==> src/hdl/rfd_pkg.sv <==
// rfd_pkg: types, command codes and constants shared by the frame decoder.
// No dependencies; imported by rfd_decode and rts_frame_decoder_unit.
package rfd_pkg;

  // protocol variants
  typedef enum logic [1:0] {
    PROTO_RTS = 2'd0,
    PROTO_RTW = 2'd1,
    PROTO_RTV = 2'd2
  } rfd_proto_e;

  // command codes
  localparam logic [7:0] CMD_MY       = 8'h01;
  localparam logic [7:0] CMD_BTN_MAX  = 8'h0A;
  localparam logic [7:0] CMD_STEPDOWN = 8'h0B;
  localparam logic [7:0] CMD_TOGGLE   = 8'h0C;
  localparam logic [7:0] CMD_SENSOR   = 8'h0E;
  localparam logic [3:0] CMD_VARIANT  = 4'hF;
  localparam logic [7:0] CMD_STEPUP   = 8'h8B;
  localparam logic [7:0] CMD_FAVORITE = 8'hC1;
  localparam logic [7:0] CMD_STOP     = 8'hF1;

  // key byte thresholds for the key-coded variants
  localparam logic [7:0] KEY_RTS_MIN  = 8'd160;
  localparam logic [7:0] KEY_TOGGLE   = 8'd164;
  localparam logic [7:0] KEY_RTV_BASE = 8'd148;
  localparam logic [7:0] KEY_RTW_BASE = 8'd132;

  localparam logic [23:0] ADDR_ALL_ONES = 24'hFFFFFF;

  typedef struct packed {
    logic [7:0] b0;
    logic [7:0] b1;
    logic [7:0] b2;
    logic [7:0] b3;
    logic [7:0] b4;
    logic [7:0] b5;
    logic [7:0] b6;
    logic [7:0] b7;
    logic [7:0] b8;
    logic [7:0] b9;
    logic       long_frame;
  } rfd_frame_t;

  typedef struct packed {
    logic        frame_valid;
    logic [7:0]  command_code;
    logic [1:0]  protocol_kind;
    logic [7:0]  key_value;
    logic [15:0] rolling_code;
    logic [23:0] remote_address;
    logic [3:0]  received_checksum;
    logic [6:0]  step_size;
  } rfd_result_t;

endpackage

==> src/hdl/rfd_decode.sv <==
// rfd_decode: single-pass combinational decode of one registered frame.
// Depends on rfd_pkg for the frame and result structs and command codes.
module rfd_decode (
  input  rfd_pkg::rfd_frame_t  frame_i,
  output rfd_pkg::rfd_result_t result_o
);
  import rfd_pkg::*;

  logic [7:0]  dec1, dec2, dec3, dec4, dec5, dec6;
  logic [7:0]  key;
  logic [3:0]  nib_cmd;
  logic [3:0]  sum;
  logic [3:0]  rxsum;
  logic [3:0]  parity;
  logic [7:0]  cmd_base;
  logic [7:0]  cmd_final;
  rfd_proto_e  proto;
  logic [15:0] roll;
  logic [23:0] addr;
  logic        base_ok;
  logic        ext_ok;
  logic        known;
  logic        cmd_ok;

  // de-obfuscation: each byte chained with the previous raw byte
  assign key  = frame_i.b0;
  assign dec1 = frame_i.b1 ^ frame_i.b0;
  assign dec2 = frame_i.b2 ^ frame_i.b1;
  assign dec3 = frame_i.b3 ^ frame_i.b2;
  assign dec4 = frame_i.b4 ^ frame_i.b3;
  assign dec5 = frame_i.b5 ^ frame_i.b4;
  assign dec6 = frame_i.b6 ^ frame_i.b5;

  assign nib_cmd = dec1[7:4];
  assign rxsum   = dec1[3:0];
  assign roll    = {dec2, dec3};
  assign addr    = {dec4, dec5, dec6};

  // nibble XOR over decoded bytes 0..6, checksum nibble itself left out
  assign sum = key[7:4] ^ key[3:0] ^ nib_cmd
             ^ dec2[7:4] ^ dec2[3:0] ^ dec3[7:4] ^ dec3[3:0]
             ^ dec4[7:4] ^ dec4[3:0] ^ dec5[7:4] ^ dec5[3:0]
             ^ dec6[7:4] ^ dec6[3:0];

  assign parity = frame_i.b7[7:4] ^ frame_i.b8[7:4] ^ frame_i.b9[7:4]
                ^ frame_i.b7[3:0] ^ frame_i.b8[3:0];

  always_comb begin
    proto    = PROTO_RTS;
    cmd_base = {4'h0, nib_cmd};
    if (nib_cmd == CMD_VARIANT) begin
      priority if (key >= KEY_RTS_MIN) begin
        if (key == KEY_TOGGLE) cmd_base = CMD_TOGGLE;
      end else if (key > KEY_RTV_BASE) begin
        proto    = PROTO_RTV;
        cmd_base = key - KEY_RTV_BASE;
      end else if (key > KEY_RTW_BASE) begin
        proto    = PROTO_RTW;
        cmd_base = key - KEY_RTW_BASE;
      end else begin
        // low keys stay RTS with the bare variant nibble, which is not a known command
        proto    = PROTO_RTS;
      end
    end
  end

  assign base_ok = (rxsum == sum) && (addr != '0) && (addr != ADDR_ALL_ONES)
                 && ((cmd_base == CMD_SENSOR) || (roll != '0));

  // long-frame extension: only RTS frames that passed the base checks
  always_comb begin
    ext_ok    = base_ok;
    cmd_final = cmd_base;
    if (base_ok && (proto == PROTO_RTS) && frame_i.long_frame) begin
      ext_ok = (frame_i.b9[3:0] == parity);
      if (ext_ok) begin
        if (cmd_base == CMD_MY) begin
          cmd_final = {frame_i.b8[3:0], nib_cmd};
        end else if (cmd_base == CMD_STEPDOWN) begin
          cmd_final = {frame_i.b8[3], 3'b000, nib_cmd};
        end
      end
    end
  end

  assign known = ((cmd_final >= CMD_MY) && (cmd_final <= CMD_BTN_MAX))
               || (cmd_final == CMD_STEPDOWN) || (cmd_final == CMD_STEPUP)
               || (cmd_final == CMD_TOGGLE) || (cmd_final == CMD_SENSOR)
               || (cmd_final == CMD_FAVORITE) || (cmd_final == CMD_STOP);

  assign cmd_ok = ext_ok && known;

  always_comb begin
    result_o.frame_valid       = cmd_ok && (key != '0);
    result_o.command_code      = cmd_final;
    result_o.protocol_kind     = proto;
    result_o.key_value         = key;
    result_o.rolling_code      = roll;
    result_o.remote_address    = addr;
    result_o.received_checksum = rxsum;
    // step size survives a zero key
    if (cmd_ok && ((cmd_final == CMD_STEPDOWN) || (cmd_final == CMD_STEPUP))) begin
      result_o.step_size = {frame_i.b8[2:0], frame_i.b9[7:4]};
    end else begin
      result_o.step_size = '0;
    end
  end

endmodule

==> src/hdl/rts_frame_decoder_unit.sv <==
// rts_frame_decoder_unit: top level of the radio frame decoder.
// Depends on rfd_pkg and rfd_decode.
//
//  channel  direction  handshake                  payload
//  in       sink       in_valid_i / in_ready_o    byte_key_i .. byte_nine_i, long_frame_i
//  out      source     out_valid_o / out_ready_i  frame_valid_o .. step_size_o
//
// From input transfer to result: input register, decode, result register.
// One frame per cycle while out_ready_i is high; decode is XOR and compare logic only.
// Reset clears both valid flags; payload registers are not reset.
// A stall on the output holds the result register, then the input register,
// and only then drops in_ready_o.
module rts_frame_decoder_unit (
  input  logic        clk_i,
  input  logic        rst_ni,
  input  logic        in_valid_i,
  output logic        in_ready_o,
  input  logic [7:0]  byte_key_i,
  input  logic [7:0]  byte_one_i,
  input  logic [7:0]  byte_two_i,
  input  logic [7:0]  byte_three_i,
  input  logic [7:0]  byte_four_i,
  input  logic [7:0]  byte_five_i,
  input  logic [7:0]  byte_six_i,
  input  logic [7:0]  byte_seven_i,
  input  logic [7:0]  byte_eight_i,
  input  logic [7:0]  byte_nine_i,
  input  logic        long_frame_i,
  output logic        out_valid_o,
  input  logic        out_ready_i,
  output logic        frame_valid_o,
  output logic [7:0]  command_code_o,
  output logic [1:0]  protocol_kind_o,
  output logic [7:0]  key_value_o,
  output logic [15:0] rolling_code_o,
  output logic [23:0] remote_address_o,
  output logic [3:0]  received_checksum_o,
  output logic [6:0]  step_size_o
);
  import rfd_pkg::*;

  rfd_frame_t  frame_q, frame_d;
  rfd_result_t res_q, res_d;
  logic        s1_valid_q, s1_valid_d;
  logic        out_valid_q, out_valid_d;
  logic        s1_ready;
  logic        in_xfer;
  logic        s1_xfer;

  assign s1_ready   = !out_valid_q || out_ready_i;
  assign in_ready_o = !s1_valid_q || s1_ready;
  assign in_xfer    = in_valid_i && in_ready_o;
  assign s1_xfer    = s1_valid_q && s1_ready;

  always_comb begin
    frame_d.b0         = byte_key_i;
    frame_d.b1         = byte_one_i;
    frame_d.b2         = byte_two_i;
    frame_d.b3         = byte_three_i;
    frame_d.b4         = byte_four_i;
    frame_d.b5         = byte_five_i;
    frame_d.b6         = byte_six_i;
    frame_d.b7         = byte_seven_i;
    frame_d.b8         = byte_eight_i;
    frame_d.b9         = byte_nine_i;
    frame_d.long_frame = long_frame_i;
  end

  rfd_decode u_decode (
    .frame_i  (frame_q),
    .result_o (res_d)
  );

  always_comb begin
    s1_valid_d = s1_valid_q;
    if (in_xfer) begin
      s1_valid_d = 1'b1;
    end else if (s1_ready) begin
      s1_valid_d = 1'b0;
    end
    out_valid_d = out_valid_q;
    if (s1_xfer) begin
      out_valid_d = 1'b1;
    end else if (out_ready_i) begin
      out_valid_d = 1'b0;
    end
  end

  always_ff @(posedge clk_i or negedge rst_ni) begin
    if (!rst_ni) begin
      s1_valid_q  <= 1'b0;
      out_valid_q <= 1'b0;
    end else begin
      s1_valid_q  <= s1_valid_d;
      out_valid_q <= out_valid_d;
    end
  end

  always_ff @(posedge clk_i) begin
    if (in_xfer) frame_q <= frame_d;
    if (s1_xfer) res_q <= res_d;
  end

  assign out_valid_o         = out_valid_q;
  assign frame_valid_o       = res_q.frame_valid;
  assign command_code_o      = res_q.command_code;
  assign protocol_kind_o     = res_q.protocol_kind;
  assign key_value_o         = res_q.key_value;
  assign rolling_code_o      = res_q.rolling_code;
  assign remote_address_o    = res_q.remote_address;
  assign received_checksum_o = res_q.received_checksum;
  assign step_size_o         = res_q.step_size;

  a_in_xfer_lands : assert property (@(posedge clk_i) disable iff (!rst_ni)
    in_xfer |=> s1_valid_q)
    else $error("accepted frame not held in input register");

  a_stall_cause : assert property (@(posedge clk_i) disable iff (!rst_ni)
    !in_ready_o |-> (s1_valid_q && out_valid_o && !out_ready_i))
    else $error("input stalled without a full pipeline");

  a_valid_key : assert property (@(posedge clk_i) disable iff (!rst_ni)
    (out_valid_o && frame_valid_o) |-> (key_value_o != '0))
    else $error("valid frame with zero key");

  a_step_cmd : assert property (@(posedge clk_i) disable iff (!rst_ni)
    (out_valid_o && (step_size_o != '0)) |->
      ((command_code_o == CMD_STEPDOWN) || (command_code_o == CMD_STEPUP)))
    else $error("step size on a non-step command");

  a_variant_cmd : assert property (@(posedge clk_i) disable iff (!rst_ni)
    (out_valid_o && (protocol_kind_o != PROTO_RTS)) |-> (command_code_o <= 8'd16))
    else $error("variant command out of range");

endmodule
==> config.mk <==
export PLATFORM = sky130hd
export DESIGN_NAME = rts_frame_decoder_unit
export DESIGN_NICKNAME = d
export VERILOG_FILES = /design/src/hdl/rfd_pkg.sv /design/src/hdl/rfd_decode.sv /design/src/hdl/rts_frame_decoder_unit.sv
export SDC_FILE = /design/constraint.sdc
export NUM_CORES = 1
export LEC_CHECK = 0
export ABC_CLOCK_PERIOD_IN_PS = 4960
export BUFFER_PORTS_ARGS = -buffer_cell sky130_fd_sc_hd__buf_2
export CORE_ASPECT_RATIO = 2
export CORE_MARGIN = 1
export CORE_UTILIZATION = 35
export CTS_BUF_LIST = sky130_fd_sc_hd__clkbuf_4 sky130_fd_sc_hd__clkbuf_8
export DETAILED_ROUTE_END_ITERATION = 7
export GPL_ROUTABILITY_DRIVEN = 0
export SYNTH_ARGS = -nofsm -noshare
export SYNTH_HDL_FRONTEND = slang
export SYNTH_SLANG_ARGS = --single-unit
export TNS_END_PERCENT = 50
==> constraint.sdc <==
create_clock -name clk_i -period 4.96 [get_ports clk_i]
set_input_delay 0.248 -clock clk_i [delete_from_list [all_inputs] [get_ports clk_i]]
set_output_delay 0.248 -clock clk_i [all_outputs]
set_load 0.03 [all_outputs]
**After elaboration in Yosys (flattened, before gate mapping)**

Index checks and enable logic that the tools add are counted.

- Bits in registers: 153
- Bits of input ports: 85
- Output and inout bits: 72
- Logic and storage cells: 111

- Add/sub/neg operators: 2
- Order comparisons: 5
- Eq/ne operators: 14
- Muxes and demuxes: 18
- Bitwise operators: 22
- Reductions and logical operators: 29

Operator list:

| operator | number |
|---|---|
| $mux 8 | 8 |
| $xor 4x4->4 | 16 |
| $xor 8x8->8 | 6 |
| $eq 8x4->1 const B | 5 |
| $eq 8x8->1 const B | 4 |
| $ne 24x24->1 const B | 1 |
| $reduce_bool 24->1 | 1 |
| $gt 8x8->1 const B | 2 |
| $reduce_bool 16->1 | 1 |
| $sub 8x8->8 const B | 2 |
| $logic_and 1x1->1 | 11 |
| $logic_or 1x1->1 | 10 |
| $eq 4x4->1 | 2 |
| $eq 8x1->1 const B | 1 |
| $ge 8x1->1 const B | 1 |
| $ge 8x8->1 const B | 1 |
| $le 8x4->1 const B | 1 |
| $reduce_bool 8->1 | 1 |
| $mux 1 | 6 |
| $mux 2 | 3 |
| $eq 4x4->1 const B | 1 |
| $mux 4 | 1 |
| $reduce_bool 2->1 | 2 |
| $logic_not 1->1 | 2 |
| $logic_not 2->1 | 1 |

**Depth between registers and ports, before layout**

Gate-level depths: netlist of run 1.

- Word-level depth: 29
- Depth in mapped cells: 11
- Depth with buffers taken out: 10

**By module**

A second synthesis of run 1 with hierarchy kept.

- Cell total of the unflattened synthesis: 382
- Area total of the unflattened synthesis: 6291.0 um^2

Modules (own cells, without submodules):

| module | instances | cells an instance | area each (um^2) | sequential area each (um^2) |
|---|---|---|---|---|
| rts_frame_decoder_unit | 1 | 159 | 4638.2 | 4584.4 |
| rfd_decode | 1 | 223 | 1652.8 | 0.0 |

**Worst setup path before layout of run 1**

OpenSTA, ideal clock, no wires.

- Path type: register to register
- From: register out_valid_q, in the netlist out_valid_o
- To: register frame_q[0] (netlist bit) (enable)
- Library setup time: 448 ps
- Arrival: 2796 ps
- Data required time: 4512 ps
- Setup slack: 1716 ps
- Stages on the path, launching flop included: 3
- Buffers on the path: 0
- Period minus slack after synthesis: 3244 ps
- Path through: dfrtp_1 > nand3b_1 > and2_1

- Longest elaborated chain between the ends: 4

Ends and longest elaborated chain:

| element | RTL line | RTL |
|---|---|---|
| start, declared | rts_frame_decoder_unit.sv:45 | `logic out_valid_q, out_valid_d;` |
| start signal, assigned | rts_frame_decoder_unit.sv:95 | `out_valid_q <= out_valid_d;` |
| $logic_not 1->1 | rts_frame_decoder_unit.sv:50 | `assign s1_ready = !out_valid_q \|\| out_ready_i;` |
| $logic_or 1x1->1 | rts_frame_decoder_unit.sv:50 |  |
| $logic_or 1x1->1 | rts_frame_decoder_unit.sv:51 | `assign in_ready_o = !s1_valid_q \|\| s1_ready;` |
| net in_ready_o | rts_frame_decoder_unit.sv:17 | `output logic in_ready_o,` |
| $logic_and 1x1->1 | rts_frame_decoder_unit.sv:52 | `assign in_xfer = in_valid_i && in_ready_o;` |
| net in_xfer | rts_frame_decoder_unit.sv:47 | `logic in_xfer;` |
| end signal, assigned | rts_frame_decoder_unit.sv:100 | `if (in_xfer) frame_q <= frame_d;` |
| end, declared | rts_frame_decoder_unit.sv:42 | `rfd_frame_t frame_q, frame_d;` |

The timed path passes the listed nets, and every way through them passes these cells.
A chain may end at the register's enable or synchronous reset.

**Final worst setup path of run 1**

- From: register frame_q[79] (netlist bit)
- To: register res_q, in the netlist step_size_o[4] (data pin)

- Longest elaborated chain between the ends: 29
- Elaborated cells between the ends (all ways): 63
- Those cells by class: add/sub (2); order compare (5); eq/ne (12); mux (14); bitwise (13); reduce/logical (17)

Ends and longest elaborated chain:

| element | RTL line | RTL |
|---|---|---|
| $xor 4x4->4 / $xor 8x8->8 (equally long branches) | rfd_decode.sv:40, rfd_decode.sv:27 |  |
| $xor 4x4->4 | rfd_decode.sv:40 | `assign sum = key[7:4] ^ key[3:0] ^ nib_cmd` |
| $xor 4x4->4 (4 in a row) | rfd_decode.sv:41 | `^ dec2[7:4] ^ dec2[3:0] ^ dec3[7:4] ^ dec3[3:0]` |
| $xor 4x4->4 (4 in a row) | rfd_decode.sv:42 | `^ dec4[7:4] ^ dec4[3:0] ^ dec5[7:4] ^ dec5[3:0]` |
| $xor 4x4->4 (2 in a row) | rfd_decode.sv:43 | `^ dec6[7:4] ^ dec6[3:0];` |
| $eq 4x4->1 | rfd_decode.sv:67 | `assign base_ok = (rxsum == sum) && (addr != '0) && (addr != ADDR_ALL_ONES)` |
| $logic_and 1x1->1 (2 in a row) | rfd_decode.sv:67 |  |
| $logic_and 1x1->1 | rfd_decode.sv:68 | `&& ((cmd_base == CMD_SENSOR) \|\| (roll != '0));` |
| $logic_and 1x1->1 (2 in a row) | rfd_decode.sv:74 | `if (base_ok && (proto == PROTO_RTS) && frame_i.long_frame) begin` |
| $mux 8 | rfd_decode.sv:74 |  |
| $ge 8x1->1 / $le 8x4->1 (equally long branches) | rfd_decode.sv:86 | `assign known = ((cmd_final >= CMD_MY) && (cmd_final <= CMD_BTN_MAX))` |
| $logic_and 1x1->1 | rfd_decode.sv:86 |  |
| $logic_or 1x1->1 (2 in a row) | rfd_decode.sv:87 | `\|\| (cmd_final == CMD_STEPDOWN) \|\| (cmd_final == CMD_STEPUP)` |
| $logic_or 1x1->1 (2 in a row) | rfd_decode.sv:88 | `\|\| (cmd_final == CMD_TOGGLE) \|\| (cmd_final == CMD_SENSOR)` |
| $logic_or 1x1->1 (2 in a row) | rfd_decode.sv:89 | `\|\| (cmd_final == CMD_FAVORITE) \|\| (cmd_final == CMD_STOP);` |
| $logic_and 1x1->1 | rfd_decode.sv:91 | `assign cmd_ok = ext_ok && known;` |
| $logic_and 1x1->1 * | rfd_decode.sv:102 | `if (cmd_ok && ((cmd_final == CMD_STEPDOWN) \|\| (cmd_final == CMD_STEPUP))) begin` |
| end signal, assigned | rts_frame_decoder_unit.sv:101 | `if (s1_xfer) res_q <= res_d;` |
| end, declared | rts_frame_decoder_unit.sv:43 | `rfd_result_t res_q, res_d;` |

Mark *: on every way between the ends. The rest lies on a longest branch, timed or not.

==> results of run 1 <==
cells by family after synthesis:
logic type | count (synthesis) | share of synthesized area [%]
compound gates | 39 | 4.75
simple gates | 97 | 9.61
buf+inv | 12 | 0.838
fa+ha+maj | 3 | 0.599
flops | 153 | 73.1
mux | 2 | 0.319
xor+xnor | 71 | 10.8
cells in the mapped netlist (3+ instances only):
| cell type | number | share of area [%] |
|---|---|---|
| a21o_1 | 3 | 0.36 |
| a21oi_1 | 11 | 0.88 |
| a31oi_1 | 3 | 0.30 |
| and2_1 | 11 | 1.1 |
| buf_2 | 3 | 0.24 |
| edfxtp_1 | 151 | 72 |
| ha_1 | 3 | 0.60 |
| inv_1 | 5 | 0.30 |
| nand2_1 | 9 | 0.54 |
| nand2b_1 | 5 | 0.50 |
| nand3_1 | 5 | 0.40 |
| nand4_1 | 9 | 0.90 |
| nor2_1 | 12 | 0.72 |
| nor3_1 | 5 | 0.40 |
| nor4_1 | 14 | 1.4 |
| o21ai_0 | 6 | 0.48 |
| or3_1 | 3 | 0.30 |
| or4_1 | 4 | 0.48 |
| xnor2_1 | 17 | 2.4 |
| xnor3_1 | 4 | 1.4 |
| xor2_1 | 50 | 7.0 |
registers in the layout, indices dropped and copies added (netlist names):
register / cells
protocol_kind_o: 2
frame_q: 81
out_valid_o: 1
rolling_code_o: 16
frame_valid_o: 1
step_size_o: 7
received_checksum_o: 4
s1_valid_q: 1
key_value_o: 8
command_code_o: 8
remote_address_o: 24
path summary, 6_finish.rpt:
kind / from / to / slack, ns / cells past startpoint
setup / recovery: frame_q[79] / step_size_o[4] / 1.86 / 8
hold / removal: out_ready_i / out_valid_o / 0.09 / 3
setup reg to reg: frame_q[79] / step_size_o[4] / 1.86 / 8
hold reg to reg: s1_valid_q / out_valid_o / 0.51 / 1
max in group asynchronous: rst_ni / out_valid_o / 4.76 / 2
min in group asynchronous: rst_ni / s1_valid_q / 0.10 / 2
worst max-delay path: cells and delay by family, from the launching register on:
kind	cells	cell delay (ns)
AND/OR/NAND/NOR	5	1.30
AO/OA/AOI/OAI	2	0.72
flip-flops	1	0.56
XOR/XNOR	1	0.27
final cells by class:
type,instances,area [µm²]
clock buffers,18,241
flip-flops and latches,153,4580
repair buffers,239,1610
multi-input cells,212,1640
fillers,1535,8770
well taps,210,263
inverters,6,22.5
clock inverters,14,223
layer usage:
layer	up-vias	wire, µm
li1	1960	-
met1	1998	5300
met2	207	8400
met3	48	776
met4	0	688
met5	-	0
repair_timing:
action	in CTS	in global routing
hold buffers	83	0
endpoints found under the hold margin	84	0
resized for setup	0	0
stage by stage:
| stage | power [W] | utilization [%] |
|---|---|---|
| after floorplan | 0.00189 | - |
| after global placement | 0.00202 | 42.0 |
| after detailed placement | 0.00203 | 42.0 |
| after CTS | 0.00317 | 49.5 |
| after global routing | 0.00325 | 49.5 |
| final | 0.00314 | 49.5 |
layout by cell type, fill, tap and decap left out, types with 4 or more instances in the layout:
| cell type | instances |
|---|---|
| xor2_1 | 50 |
| nand2b_1 | 5 |
| clkinvlp_4 | 5 |
| nor4_1 | 14 |
| bufinv_16 | 5 |
| or4_1 | 4 |
| xnor3_1 | 4 |
| clkbuf_8 | 17 |
| o21ai_0 | 6 |
| nor3_1 | 5 |
| nand4_1 | 9 |
| and2_1 | 9 |
| nand3_1 | 5 |
| nand2_1 | 9 |
| nor2_1 | 12 |
| buf_2 | 156 |
| inv_1 | 5 |
| edfxtp_1 | 151 |
| dlygate4sd3_1 | 83 |
| xnor2_1 | 17 |
| a21oi_1 | 11 |
power by group through the flow:
stage	Clock (W)	Combinational, W	Sequential (W)
after floorplan	0	0.000159	0.00173
after global placement	0	0.000384	0.00164
after detailed placement	0	0.000389	0.00164
after CTS	0.00111	0.000441	0.00161
after global routing	0.00116	0.000466	0.00162
final	0.00109	0.000439	0.00161
==> results.md, run 1 <==
- Max Fclk: around 320 MHz
- TritonCTS clock tree: built
- # Post-CTS Setup Buffers: 0
- Worst-Margin Slew: 1.08 ns
- Max cap viols: 0
- Total gr overflow: 0
- Met1 GRT Util: 16.2%
- H-tree depth: 4
- Clock power frac: 34.6%
- DRT iter0 DRCs: 279
- Hold Worst Slack: 0.0902 ns
- Synth cell types: 56
- Sequential element share of the synthesized area: between 70% and 80%
- Initial Utilization: 36.1%
- CTS root buffer: clkbuf_8
- Worst-skew pair later-pin latency: about 0.46 ns
- Worst hold path type: in2reg
- # DRC: 0
- CORE AREA: roughly 0.017 mm²
- CP Launch Type: register
- Power Density: ~370 mW/mm²
- Slew Limit Headroom: about 28%
- RSZ-0062 raised after global routing: no
- Cell Chain, Critical Path: xnor2_1, or4_4, o41a_1, and3_4, a31oi_4, nor2_2, and4_4, and2_1
- Avg WL per Cell: ~18 µm
- Chip Width: approximately 97 µm
- Top FF cell, synth: edfxtp_1
- First drt pass iteration count: 5
- PnR worst setup slack: 1.86 ns
- Final clock skew: 0.0133 ns
- Internal power: 0.00233 W
- Die H: between 150 and 200 µm
- Initial antenna violation count: 0
- Met2 usage: 31.1%
- Clk sinks: 153
- Mean Syn Cell Area: approximately 17 µm²
- Cells after DPL: 737
- WL final: about 15000 µm
- Total global-route track usage: about 17%
- IO buf count: 156
- Clk slew on worst S/H paths: 0.08 ns
- Max stage delay on crit path: 0.62 ns
- Syn Inst Count: 377
- TritonCTS Buffers: 17
- Post-synth EDFFs: 151
- Clk buf depth: 2
- Crit Path Class: reg2reg
- Post-synth net total: 465
- Fraction of layout cells with a size suffix above 1: 31.3%
- Proportion of power drawn by flip-flops and latches: 51.4%
- DPL Wire Length: around 11000 µm
- Global Route met3 Usage: 3.47%
- Vias per Instance: 4.94
- Largest net degree at the start of global routing: ~80
- VDD IR max: around 0.22 mV
- P&R area growth vs syn: 36.9%
- Post-route cell area: 0.00859 mm²
- Post-Layout Cell Count: 852
- Async SR Flop Fraction: 1.31%
- Fin crit share: 62.4%
- Final hold violations: 0
- Status: complete, no violations
- Crit Path Max Fanout: 11
- First-pass GRT wire length: 22800 µm
- # rows: 68
- Yosys Warn Count: 0
- Synth Cell Area: 0.00627 mm²
- Die area: ~0.018 mm²
- DR vias: between 4000 and 5000
- Critical Path RT: between 5 and 6 ns
- Sw Share: 25.9%
- Nets@finish: roughly 720
- Period minus WS final: 3.10 ns
- Pre-CTS setup slack: 1.91 ns
- Comb power frac: 14.0%
- Sw power: about 0.00081 W
- Fin. max-slew vios: 0
- Ant diodes: 0
- Vias in the first global route: 4314
- Critical path's slowest cell: or4_4
- Arrival time at the worst endpoint: 3.31 ns
- Setup_tns: 0 ns
- Leakage Power: 3.29 nW
- Yosys reg bits: about 150
- Antenna-violating nets left: 0
- Dpl cell area: 0.00729 mm²
- Final setup fails: 0
- I/O Pins: 157
- Worst setup EP type: register
- GRT Max-Usage Layer: met2
Power figures use the tool's default switching activity.
==> run 2: changes to the inputs <==
--- a/config.mk
+++ b/config.mk
@@ -5,7 +5,8 @@
 export SDC_FILE = /design/constraint.sdc
 export NUM_CORES = 1
 export LEC_CHECK = 0
-export ABC_CLOCK_PERIOD_IN_PS = 4960
+export ABC_AREA = 1
+export ABC_CLOCK_PERIOD_IN_PS = 3200
 export BUFFER_PORTS_ARGS = -buffer_cell sky130_fd_sc_hd__buf_2
 export CORE_ASPECT_RATIO = 2
 export CORE_MARGIN = 1
==> constraint.sdc (replaced) <==
create_clock -name clk_i -period 3.2 [get_ports clk_i]
set_input_delay 0.16 -clock clk_i [delete_from_list [all_inputs] [get_ports clk_i]]
set_output_delay 0.16 -clock clk_i [all_outputs]
set_load 0.03 [all_outputs]
==> run 2 against run 1 <==
Routed wire length increased by 2.4%. Highest routed layer unchanged. Clock power grew 45%. Worst setup slack worse by 1.5 ns. Sequential cell count unchanged. Sequential share of layout area shrank 1.2 points. Critical path type unchanged.
==> results.md, run 2 <==
- Post-synthesis compound-gate area fraction: 1.55% (-3.2 points)
- WL final: 15500 µm (+2.4%)
- Total gr overflow: 0 (unchanged)
- Most common cell in the netlist: edfxtp_1
- Buf+Inv Stages, Crit Path: 3 (+3)
- H-tree depth: 4 (unchanged)
- Critical Path RT: 3.40 ns (-1.77 ns)
- Family with the most delay on the worst path: simple AND/OR/NAND/NOR gates
- # rows: 69 (+1.5%)
- Critical path's slowest cell: edfxtp_1
- Proportion of power drawn by flip-flops and latches: 51.2% (-0.2 points)
- Total global-route track usage: 17.0% (+0.45 points)
- TritonCTS Buffers: 17 (unchanged)
- Most frequent cells in the layout: buf_2, edfxtp_1, nand2_1
- Max stage delay on crit path: 0.42 ns (-0.20 ns)
- Proportion of synthesized area in mux cells: 0% (-0.32 points)
- Die area: 0.0188 mm² (+1.9%)
- Fraction of layout cells with a size suffix above 1: 29.4% (-1.9 points)
- Max reg flops: 81 (unchanged)
- Worst-Margin Slew: 0.761 ns (-0.319 ns)
- Synth Cell Area: 0.00639 mm² (+1.9%)
- Clk slew on worst S/H paths: 0.09 ns (about the same)
- Top cells by count, synth: edfxtp_1, nand2_1, xor2_1
- Global Route met3 Usage: 3.21% (-0.27 points)
- Pwr Total: 0.00496 W (+58%)
- Hold Worst Slack: 0.418 ns (+0.328 ns)
- CTS root buffer: clkbuf_8
- Final clock skew: 0.0151 ns (+0.00182 ns)
- Most flops, register: frame_q
- Post-Synth Adder-Cell Area: 0.587% (-0.011 points)
- Final setup fails: 0 (unchanged)
- Worst-skew pair later-pin latency: 0.44 ns (-0.02 ns)
- Leakage Power: 3.64 nW (+11%)
- Met2 usage: 34.1% (+2.9 points)
- Post-synth top area share: 70.9% (-1.4 points)
- Yosys Warn Count: 0 (unchanged)
- Fin. max-slew vios: 0 (unchanged)
- Cell Chain, Critical Path: inv_1, ha_1, inv_1, nand2_1, nand2_1, nand2_1, a21oi_1, nor2_1, nand3_1, inv_1, nor2_1, nand3_1, nand2_2, nand4_4, nor2_1, nor2_1, nand2_1, nand2_1, nand2_1, nand2_1, nor2_1, nor2_1
- Post-synth EDFFs: 151 (unchanged)
- Sequential element share of the synthesized area: 71.7% (-1.4 points)
- Max Fclk: 354 MHz (+9.7%)
- Comb power frac: 16.8% (+2.8 points)
- VDD IR max: 0.391 mV (+78%)
- Crit Path Max Fanout: 5 (-6)
- Worst hold path type: in2reg
- Largest net degree at the start of global routing: 42 (-49%)
- DRT iter0 DRCs: 145 (-48%)
- Status: complete, no violations
- Die H: 193 µm (+0.95%)
- Initial antenna violation count: 0 (unchanged)
- Yosys reg bits: 153 (unchanged)
- Chip Width: 97.6 µm (+0.94%)
- CP most frequent cell: nand2_1
- XOR/XNOR Fraction of Synth Area: 9.18% (-1.6 points)
- I/O Pins: 157 (unchanged)
- Leading cell type in the layout, fill and taps excluded: buf_2
- Simple-gate area share of the yosys netlist: 14.3% (+4.7 points)
- Avg WL per Cell: 15.9 µm (-10%)
- Setup_tns: 0 ns (unchanged)
- Mean Syn Cell Area: 13.3 µm² (-20%)
- Worst setup EP type: register
- Clk buf depth: 2 (unchanged)
- Met1 GRT Util: 15.2% (-1.0 points)
- CP Launch Type: register
- Sw Share: 27.8% (+2.0 points)
- Synth top area cells: edfxtp_1, xor2_1, nand2_1, nor2_1, inv_1
- Clk sinks: 153 (unchanged)
- # DRC: 0 (unchanged)
- Power Density: 564 mW/mm² (+54%)
- Synth cell types: 31 (-45%)
- Vias in the first global route: 4799 (+11%)
- Clock power frac: 32.0% (-2.6 points)
- Vias per Instance: 4.59 (-7.2%)
- Post-cts sizing count: 0 (unchanged)
- Period minus WS final: 2.82 ns (-0.273 ns)
- Top FF cell, synth: edfxtp_1
- TritonCTS clock tree: built
- Ant diodes: 0 (unchanged)
- Arrival time at the worst endpoint: 3.02 ns (-0.29 ns)
- Internal power: 0.00358 W (+54%)
- IO buf count: 156 (unchanged)
- RSZ-0062 raised after global routing: no
- Final hold violations: 0 (unchanged)
- Antenna-violating nets left: 0 (unchanged)
- Async SR Flop Fraction: 1.31% (unchanged)
- Post-synth net total: 569 (+22%)
- Slew Limit Headroom: 49.2% (+21 points)
- Nets@finish: 836 (+17%)
- Max cap viols: 0 (unchanged)
- Fin crit share: 88.2% (+26 points)
- Syn Inst Count: 481 (+28%)
- Largest area contributor in the netlist: edfxtp_1
- Sw power: 0.00138 W (+70%)
- GRT Max-Usage Layer: met2
- Crit Path Class: reg2reg
- Main combinational cell family by area after synthesis: simple AND/OR/NAND/NOR gates
- Final Util: 49.4% (-0.050 points)
- DPL Wire Length: 11200 µm (+5.0%)
- First drt pass iteration count: 4 (-1)
- CORE AREA: 0.0178 mm² (+2.5%)
- P&R area growth vs syn: 37.5%
- Initial Utilization: 36.0% (-0.19 points)
- DR vias: 4470 (+6.1%)
- First-pass GRT wire length: 23700 µm (+3.9%)
==> run 2: cell count changes in the layout (fill, tap and decap cells not counted), sizes merged, moves of 9 or more <==
cell   before  now
and2       11    0
inv         7   44
nor2       13   60
nor4       14    5
nand3       5   20
nand2       9   98
==> run 2: power groups by stage <==
stage	clock network [W]	logic (W)	registers [W]
after detailed placement	0	0.000750	0.00259
after global placement	0	0.000738	0.00259
after global routing	0.00169	0.000900	0.00256
after floorplan	0	0.000293	0.00278
final	0.00158	0.000832	0.00254
after CTS	0.00163	0.000835	0.00254
==> run 2: worst reg2reg max path: stages, from the launching register on <==
cell and delay, ns:
edfxtp_1 0.42, inv_1 0.11, ha_1 0.24, inv_1 0.06, nand2_1 0.06, nand2_1 0.11, nand2_1 0.05, a21oi_1 0.16
nor2_1 0.09, nand3_1 0.16, inv_1 0.09, nor2_1 0.14, nand3_1 0.10, nand2_2 0.11, nand4_4 0.11, nor2_1 0.15
nor2_1 0.07, nand2_1 0.06, nand2_1 0.04, nand2_1 0.06, nand2_1 0.05, nor2_1 0.09, nor2_1 0.05
==> run 2: layout make-up <==
type,instances,area (µm²)
Inverter,44,166
Clock inverter,15,198
Sequential cell,153,4580
Tap cell,213,267
Multi-Input combinational cell,283,1650
Clock buffer,17,234
Timing Repair Buffer,249,1690
Fill cell,1585,9000
==> run 2: worst paths after layout <==
path	slack, ns	to	cells after the start	from
worst max register to register	0.38	frame_valid_o	22	frame_q[75]
worst min register to register	0.51	key_value_o[3]	0	frame_q[76]
max in group asynchronous	2.44	out_valid_o	3	rst_ni
worst max-delay path	0.38	frame_valid_o	22	frame_q[75]
worst min-delay path	0.42	frame_q[29]	2	byte_six_i[4]
min in group asynchronous	0.62	s1_valid_q	3	rst_ni
==> run 2: cells by family after synthesis <==
| family | count (synthesis) |
|---|---|
| DFF | 153 |
| xor gates and xnor gates | 67 |
| adders and majority gates | 3 |
| and+or+nand+nor | 200 |
| buffers and inverters | 45 |
| AOI/OAI and AO/OA | 13 |
==> run 2: repair_timing <==
| item | in CTS | in global routing |
|---|---|---|
| endpoints found under the hold margin | 85 | 0 |
| hold buffers | 85 | 0 |
| buffers inserted | 0 | 2 |
| endpoints found under the setup margin | 0 | 1 |
==> run 2: routing by layer <==
metal | wire length [µm] | vias up
li1 | - | 2180
met1 | 5210 | 2094
met2 | 9120 | 156
met3 | 554 | 40
met4 | 644 | 0
met5 | 0 | -
==> run 2: metrics by stage <==
step | instances | worst slack, ns | cell area (µm²)
after floorplan | 481 | 0.189 | 6400
after global placement | 855 | 0.547 | 7490
after detailed placement | 855 | 0.322 | 7490
after CTS | 972 | 0.325 | 8770
after global routing | 974 | 0.0418 | 8790
final | 974 | 0.376 | 8790
==> run 3: changes to the inputs <==
--- a/config.mk
+++ b/config.mk
@@ -14,6 +14,7 @@
 export CTS_BUF_LIST = sky130_fd_sc_hd__clkbuf_4 sky130_fd_sc_hd__clkbuf_8
 export DETAILED_ROUTE_END_ITERATION = 7
 export GPL_ROUTABILITY_DRIVEN = 0
+export REMOVE_ABC_BUFFERS = 1
 export SYNTH_ARGS = -nofsm -noshare
 export SYNTH_HDL_FRONTEND = slang
 export SYNTH_SLANG_ARGS = --single-unit
==> run 3 against run 2 <==
Global-route usage shrank 0.27 points. Combinational power is essentially flat. Clock-buffer cell count grew 5. Worst setup slack lost 0.022 ns. Critical path type unchanged. Clock skew shrank 0.0066 ns. Critical path depth is the same. Final cell count shrank 0.51%. Largest cell class unchanged. Highest routed layer unchanged. Total power shrank 0.36%. Non-clock buffer count shrank 4. Sequential cell count is the same.
==> results.md, run 3 (synthesis results as in run 2) <==
- Pre-CTS setup slack: 0.370 ns (+0.0482 ns)
- Initial Utilization: 36.0% (unchanged)
- Met2 usage: 33.6% (-0.48 points)
- H-tree depth: 4 (unchanged)
- Antenna-violating nets left: 0 (unchanged)
- Power Density: 564 mW/mm² (about the same)
- Clk slew on worst S/H paths: 0.08 ns (about the same)
- DRT iter0 DRCs: 217 (+50%)
- Final clock skew: 0.00851 ns (-0.00663 ns)
- # DRC: 0 (unchanged)
- Worst setup EP type: register
- DR vias: 4480 (+0.22%)
- Vias in the first global route: 4752 (-0.98%)
- Ant diodes: 0 (unchanged)
- Fin. max-slew vios: 0 (unchanged)
- # Post-CTS Setup Buffers: 0 (unchanged)
- Vias per Instance: 4.62 (+0.74%)
- PnR worst setup slack: 0.354 ns (-0.0221 ns)
- Met1 GRT Util: 14.8% (-0.41 points)
- Worst hold path type: in2async
- CTS root buffer: clkbuf_8
- Hold Worst Slack: 0.0387 ns (-0.379 ns)
- Seq. cell area: 0.00458 mm² (unchanged)
- TritonCTS clock tree: built
- Avg WL per Cell: 15.9 µm (-0.44%)
- WL final: 15400 µm (-0.95%)
- IO buf count: 156 (unchanged)
- Total gr overflow: 0 (unchanged)
- Total global-route track usage: 16.8% (-0.27 points)
- Global Route met3 Usage: 3.71% (+0.50 points)
- DPL Wire Length: 11300 µm (+0.61%)
- Clk buf depth: 2 (unchanged)
- Crit Path Max Fanout: 5 (unchanged)
- Most frequent cells in the layout: buf_2, edfxtp_1, nand2_1
- Arrival time at the worst endpoint: 3.04 ns (+0.02 ns)
- TritonCTS Buffers: 17 (unchanged)
- Crit Path Class: reg2reg
- Nets@finish: 832 (-0.48%)
- Die area: 0.0188 mm² (unchanged)
- Worst-Margin Slew: 0.643 ns (-0.118 ns)
- Status: complete, no violations
- VDD IR max: 0.347 mV (-11%)
- # rows: 69 (unchanged)
- Fraction of layout cells with a size suffix above 1: 29.4% (-0.070 points)
- CORE AREA: 0.0178 mm² (unchanged)
- Critical Path RT: 3.40 ns (about the same)
- Final setup fails: 0 (unchanged)
- GRT Max-Usage Layer: met2
- Max cap viols: 0 (unchanged)
- I/O Pins: 157 (unchanged)
- Leading cell type in the layout, fill and taps excluded: buf_2
- Area taken by multi-input logic gates: 0.00165 mm² (unchanged)
- Most flops, register: frame_q
- Period minus WS final: 2.85 ns (+0.0221 ns)
- Chip Width: 97.6 µm (unchanged)
- Final hold violations: 0 (unchanged)
- Slew Limit Headroom: 56.7% (+7.5 points)
- Clk sinks: 153 (unchanged)
- CP Launch Type: register
- Worst-skew pair later-pin latency: 0.45 ns (about the same)
- Fill cells: 1543 (-2.6%)
- First-pass GRT wire length: 23400 µm (-1.4%)
- Die H: 193 µm (unchanged)
- Largest net degree at the start of global routing: 38 (-9.5%)
- First drt pass iteration count: 4 (unchanged)
- Fin crit share: 88.9% (+0.69 points)
- RSZ-0062 raised after global routing: no
- Initial antenna violation count: 0 (unchanged)
- P&R area growth vs syn: 37.0%
- Max Fclk: 351 MHz (-0.78%)
- Max reg flops: 81 (unchanged)
- Leakage Power: 3.64 nW (-0.23%)
[run 3: cell count changes in the layout (fill, tap and decap cells not counted)]
| cell | before | now |
|---|---|---|
| clkinv_2 | 1 | 3 |
| buf_12 | 0 | 1 |
| inv_6 | 2 | 0 |
| clkinvlp_4 | 3 | 2 |
| clkinv_1 | 4 | 2 |
| buf_4 | 8 | 4 |
| clkinv_4 | 3 | 0 |
| dlygate4sd3_1 | 85 | 84 |
| clkbuf_4 | 0 | 5 |
[run 3: layer usage]
| metal | routed length, µm | share of wire, % |
|---|---|---|
| met5 | 0 | 0 |
| met4 | 673 | 4.4 |
| met3 | 642 | 4.2 |
| met2 | 9020 | 59 |
| met1 | 5040 | 33 |
[run 3: timing repair]
| item | in CTS | in global routing |
|---|---|---|
| endpoints found under the setup margin | 0 | 0 |
| hold buffers | 84 | 0 |
| hold endpoints to repair | 85 | 0 |
| resized for setup | 0 | 0 |
[run 3: layout make-up]
| type | instances | share of cell area (%) |
|---|---|---|
| multi-input combinational | 283 | 18.8 |
| clock buffer | 22 | 3.10 |
| clock inverter | 9 | 1.70 |
| timing repair buffer | 245 | 19.1 |
| inverter | 44 | 1.90 |
| sequential | 153 | 52.4 |
| tap | 213 | 3.04 |
[run 3: power by group]
group          total (W)  switching [W]  internal, W
combinational   0.000831       0.000545     0.000287
sequential       0.00254       0.000101      0.00244
clock            0.00157       0.000683     0.000883
total            0.00494        0.00133      0.00361
[run 3: worst max-delay path, cell delays in order, from the launching register on]
cell	delay, ns
edfxtp_1	0.46
inv_1	0.13
ha_1	0.25
inv_1	0.06
nand2_1	0.06
nand2_1	0.10
nand2_1	0.05
a21oi_1	0.16
nor2_1	0.08
nand3_1	0.18
inv_1	0.09
nor2_1	0.11
nand3_1	0.09
nand2_2	0.11
nand4_4	0.11
nor2_1	0.15
nor2_1	0.07
nand2_1	0.06
nand2_1	0.05
nand2_1	0.05
nand2_1	0.04
nor2_1	0.09
nor2_1	0.05
[run 3: per-stage QoR]
stage          total power (W)  TNS (ns)  cells  instance area, µm²  util (%)
2_1_floorplan          0.00308    -90.73    480                6390         -
3_3_place_gp           0.00332         0    854                7500      42.1
3_5_place_dp           0.00334         0    854                7500      42.1
4_1_cts                0.00499         0    969                8760      49.2
5_1_grt                0.00514         0    969                8760      49.2
6_report               0.00494         0    969                8760      49.2
[run 3: final timing paths]
check	startpoint	end	slack [ns]	cells past startpoint
max	frame_q[75]	frame_valid_o	0.35	22
min	rst_ni	out_valid_o	0.04	2
max reg2reg	frame_q[75]	frame_valid_o	0.35	22
min reg2reg	frame_q[76]	key_value_o[3]	0.53	0
max in group asynchronous	rst_ni	s1_valid_q	3.07	2
min in group clk_i	byte_six_i[5]	frame_q[30]	0.41	2
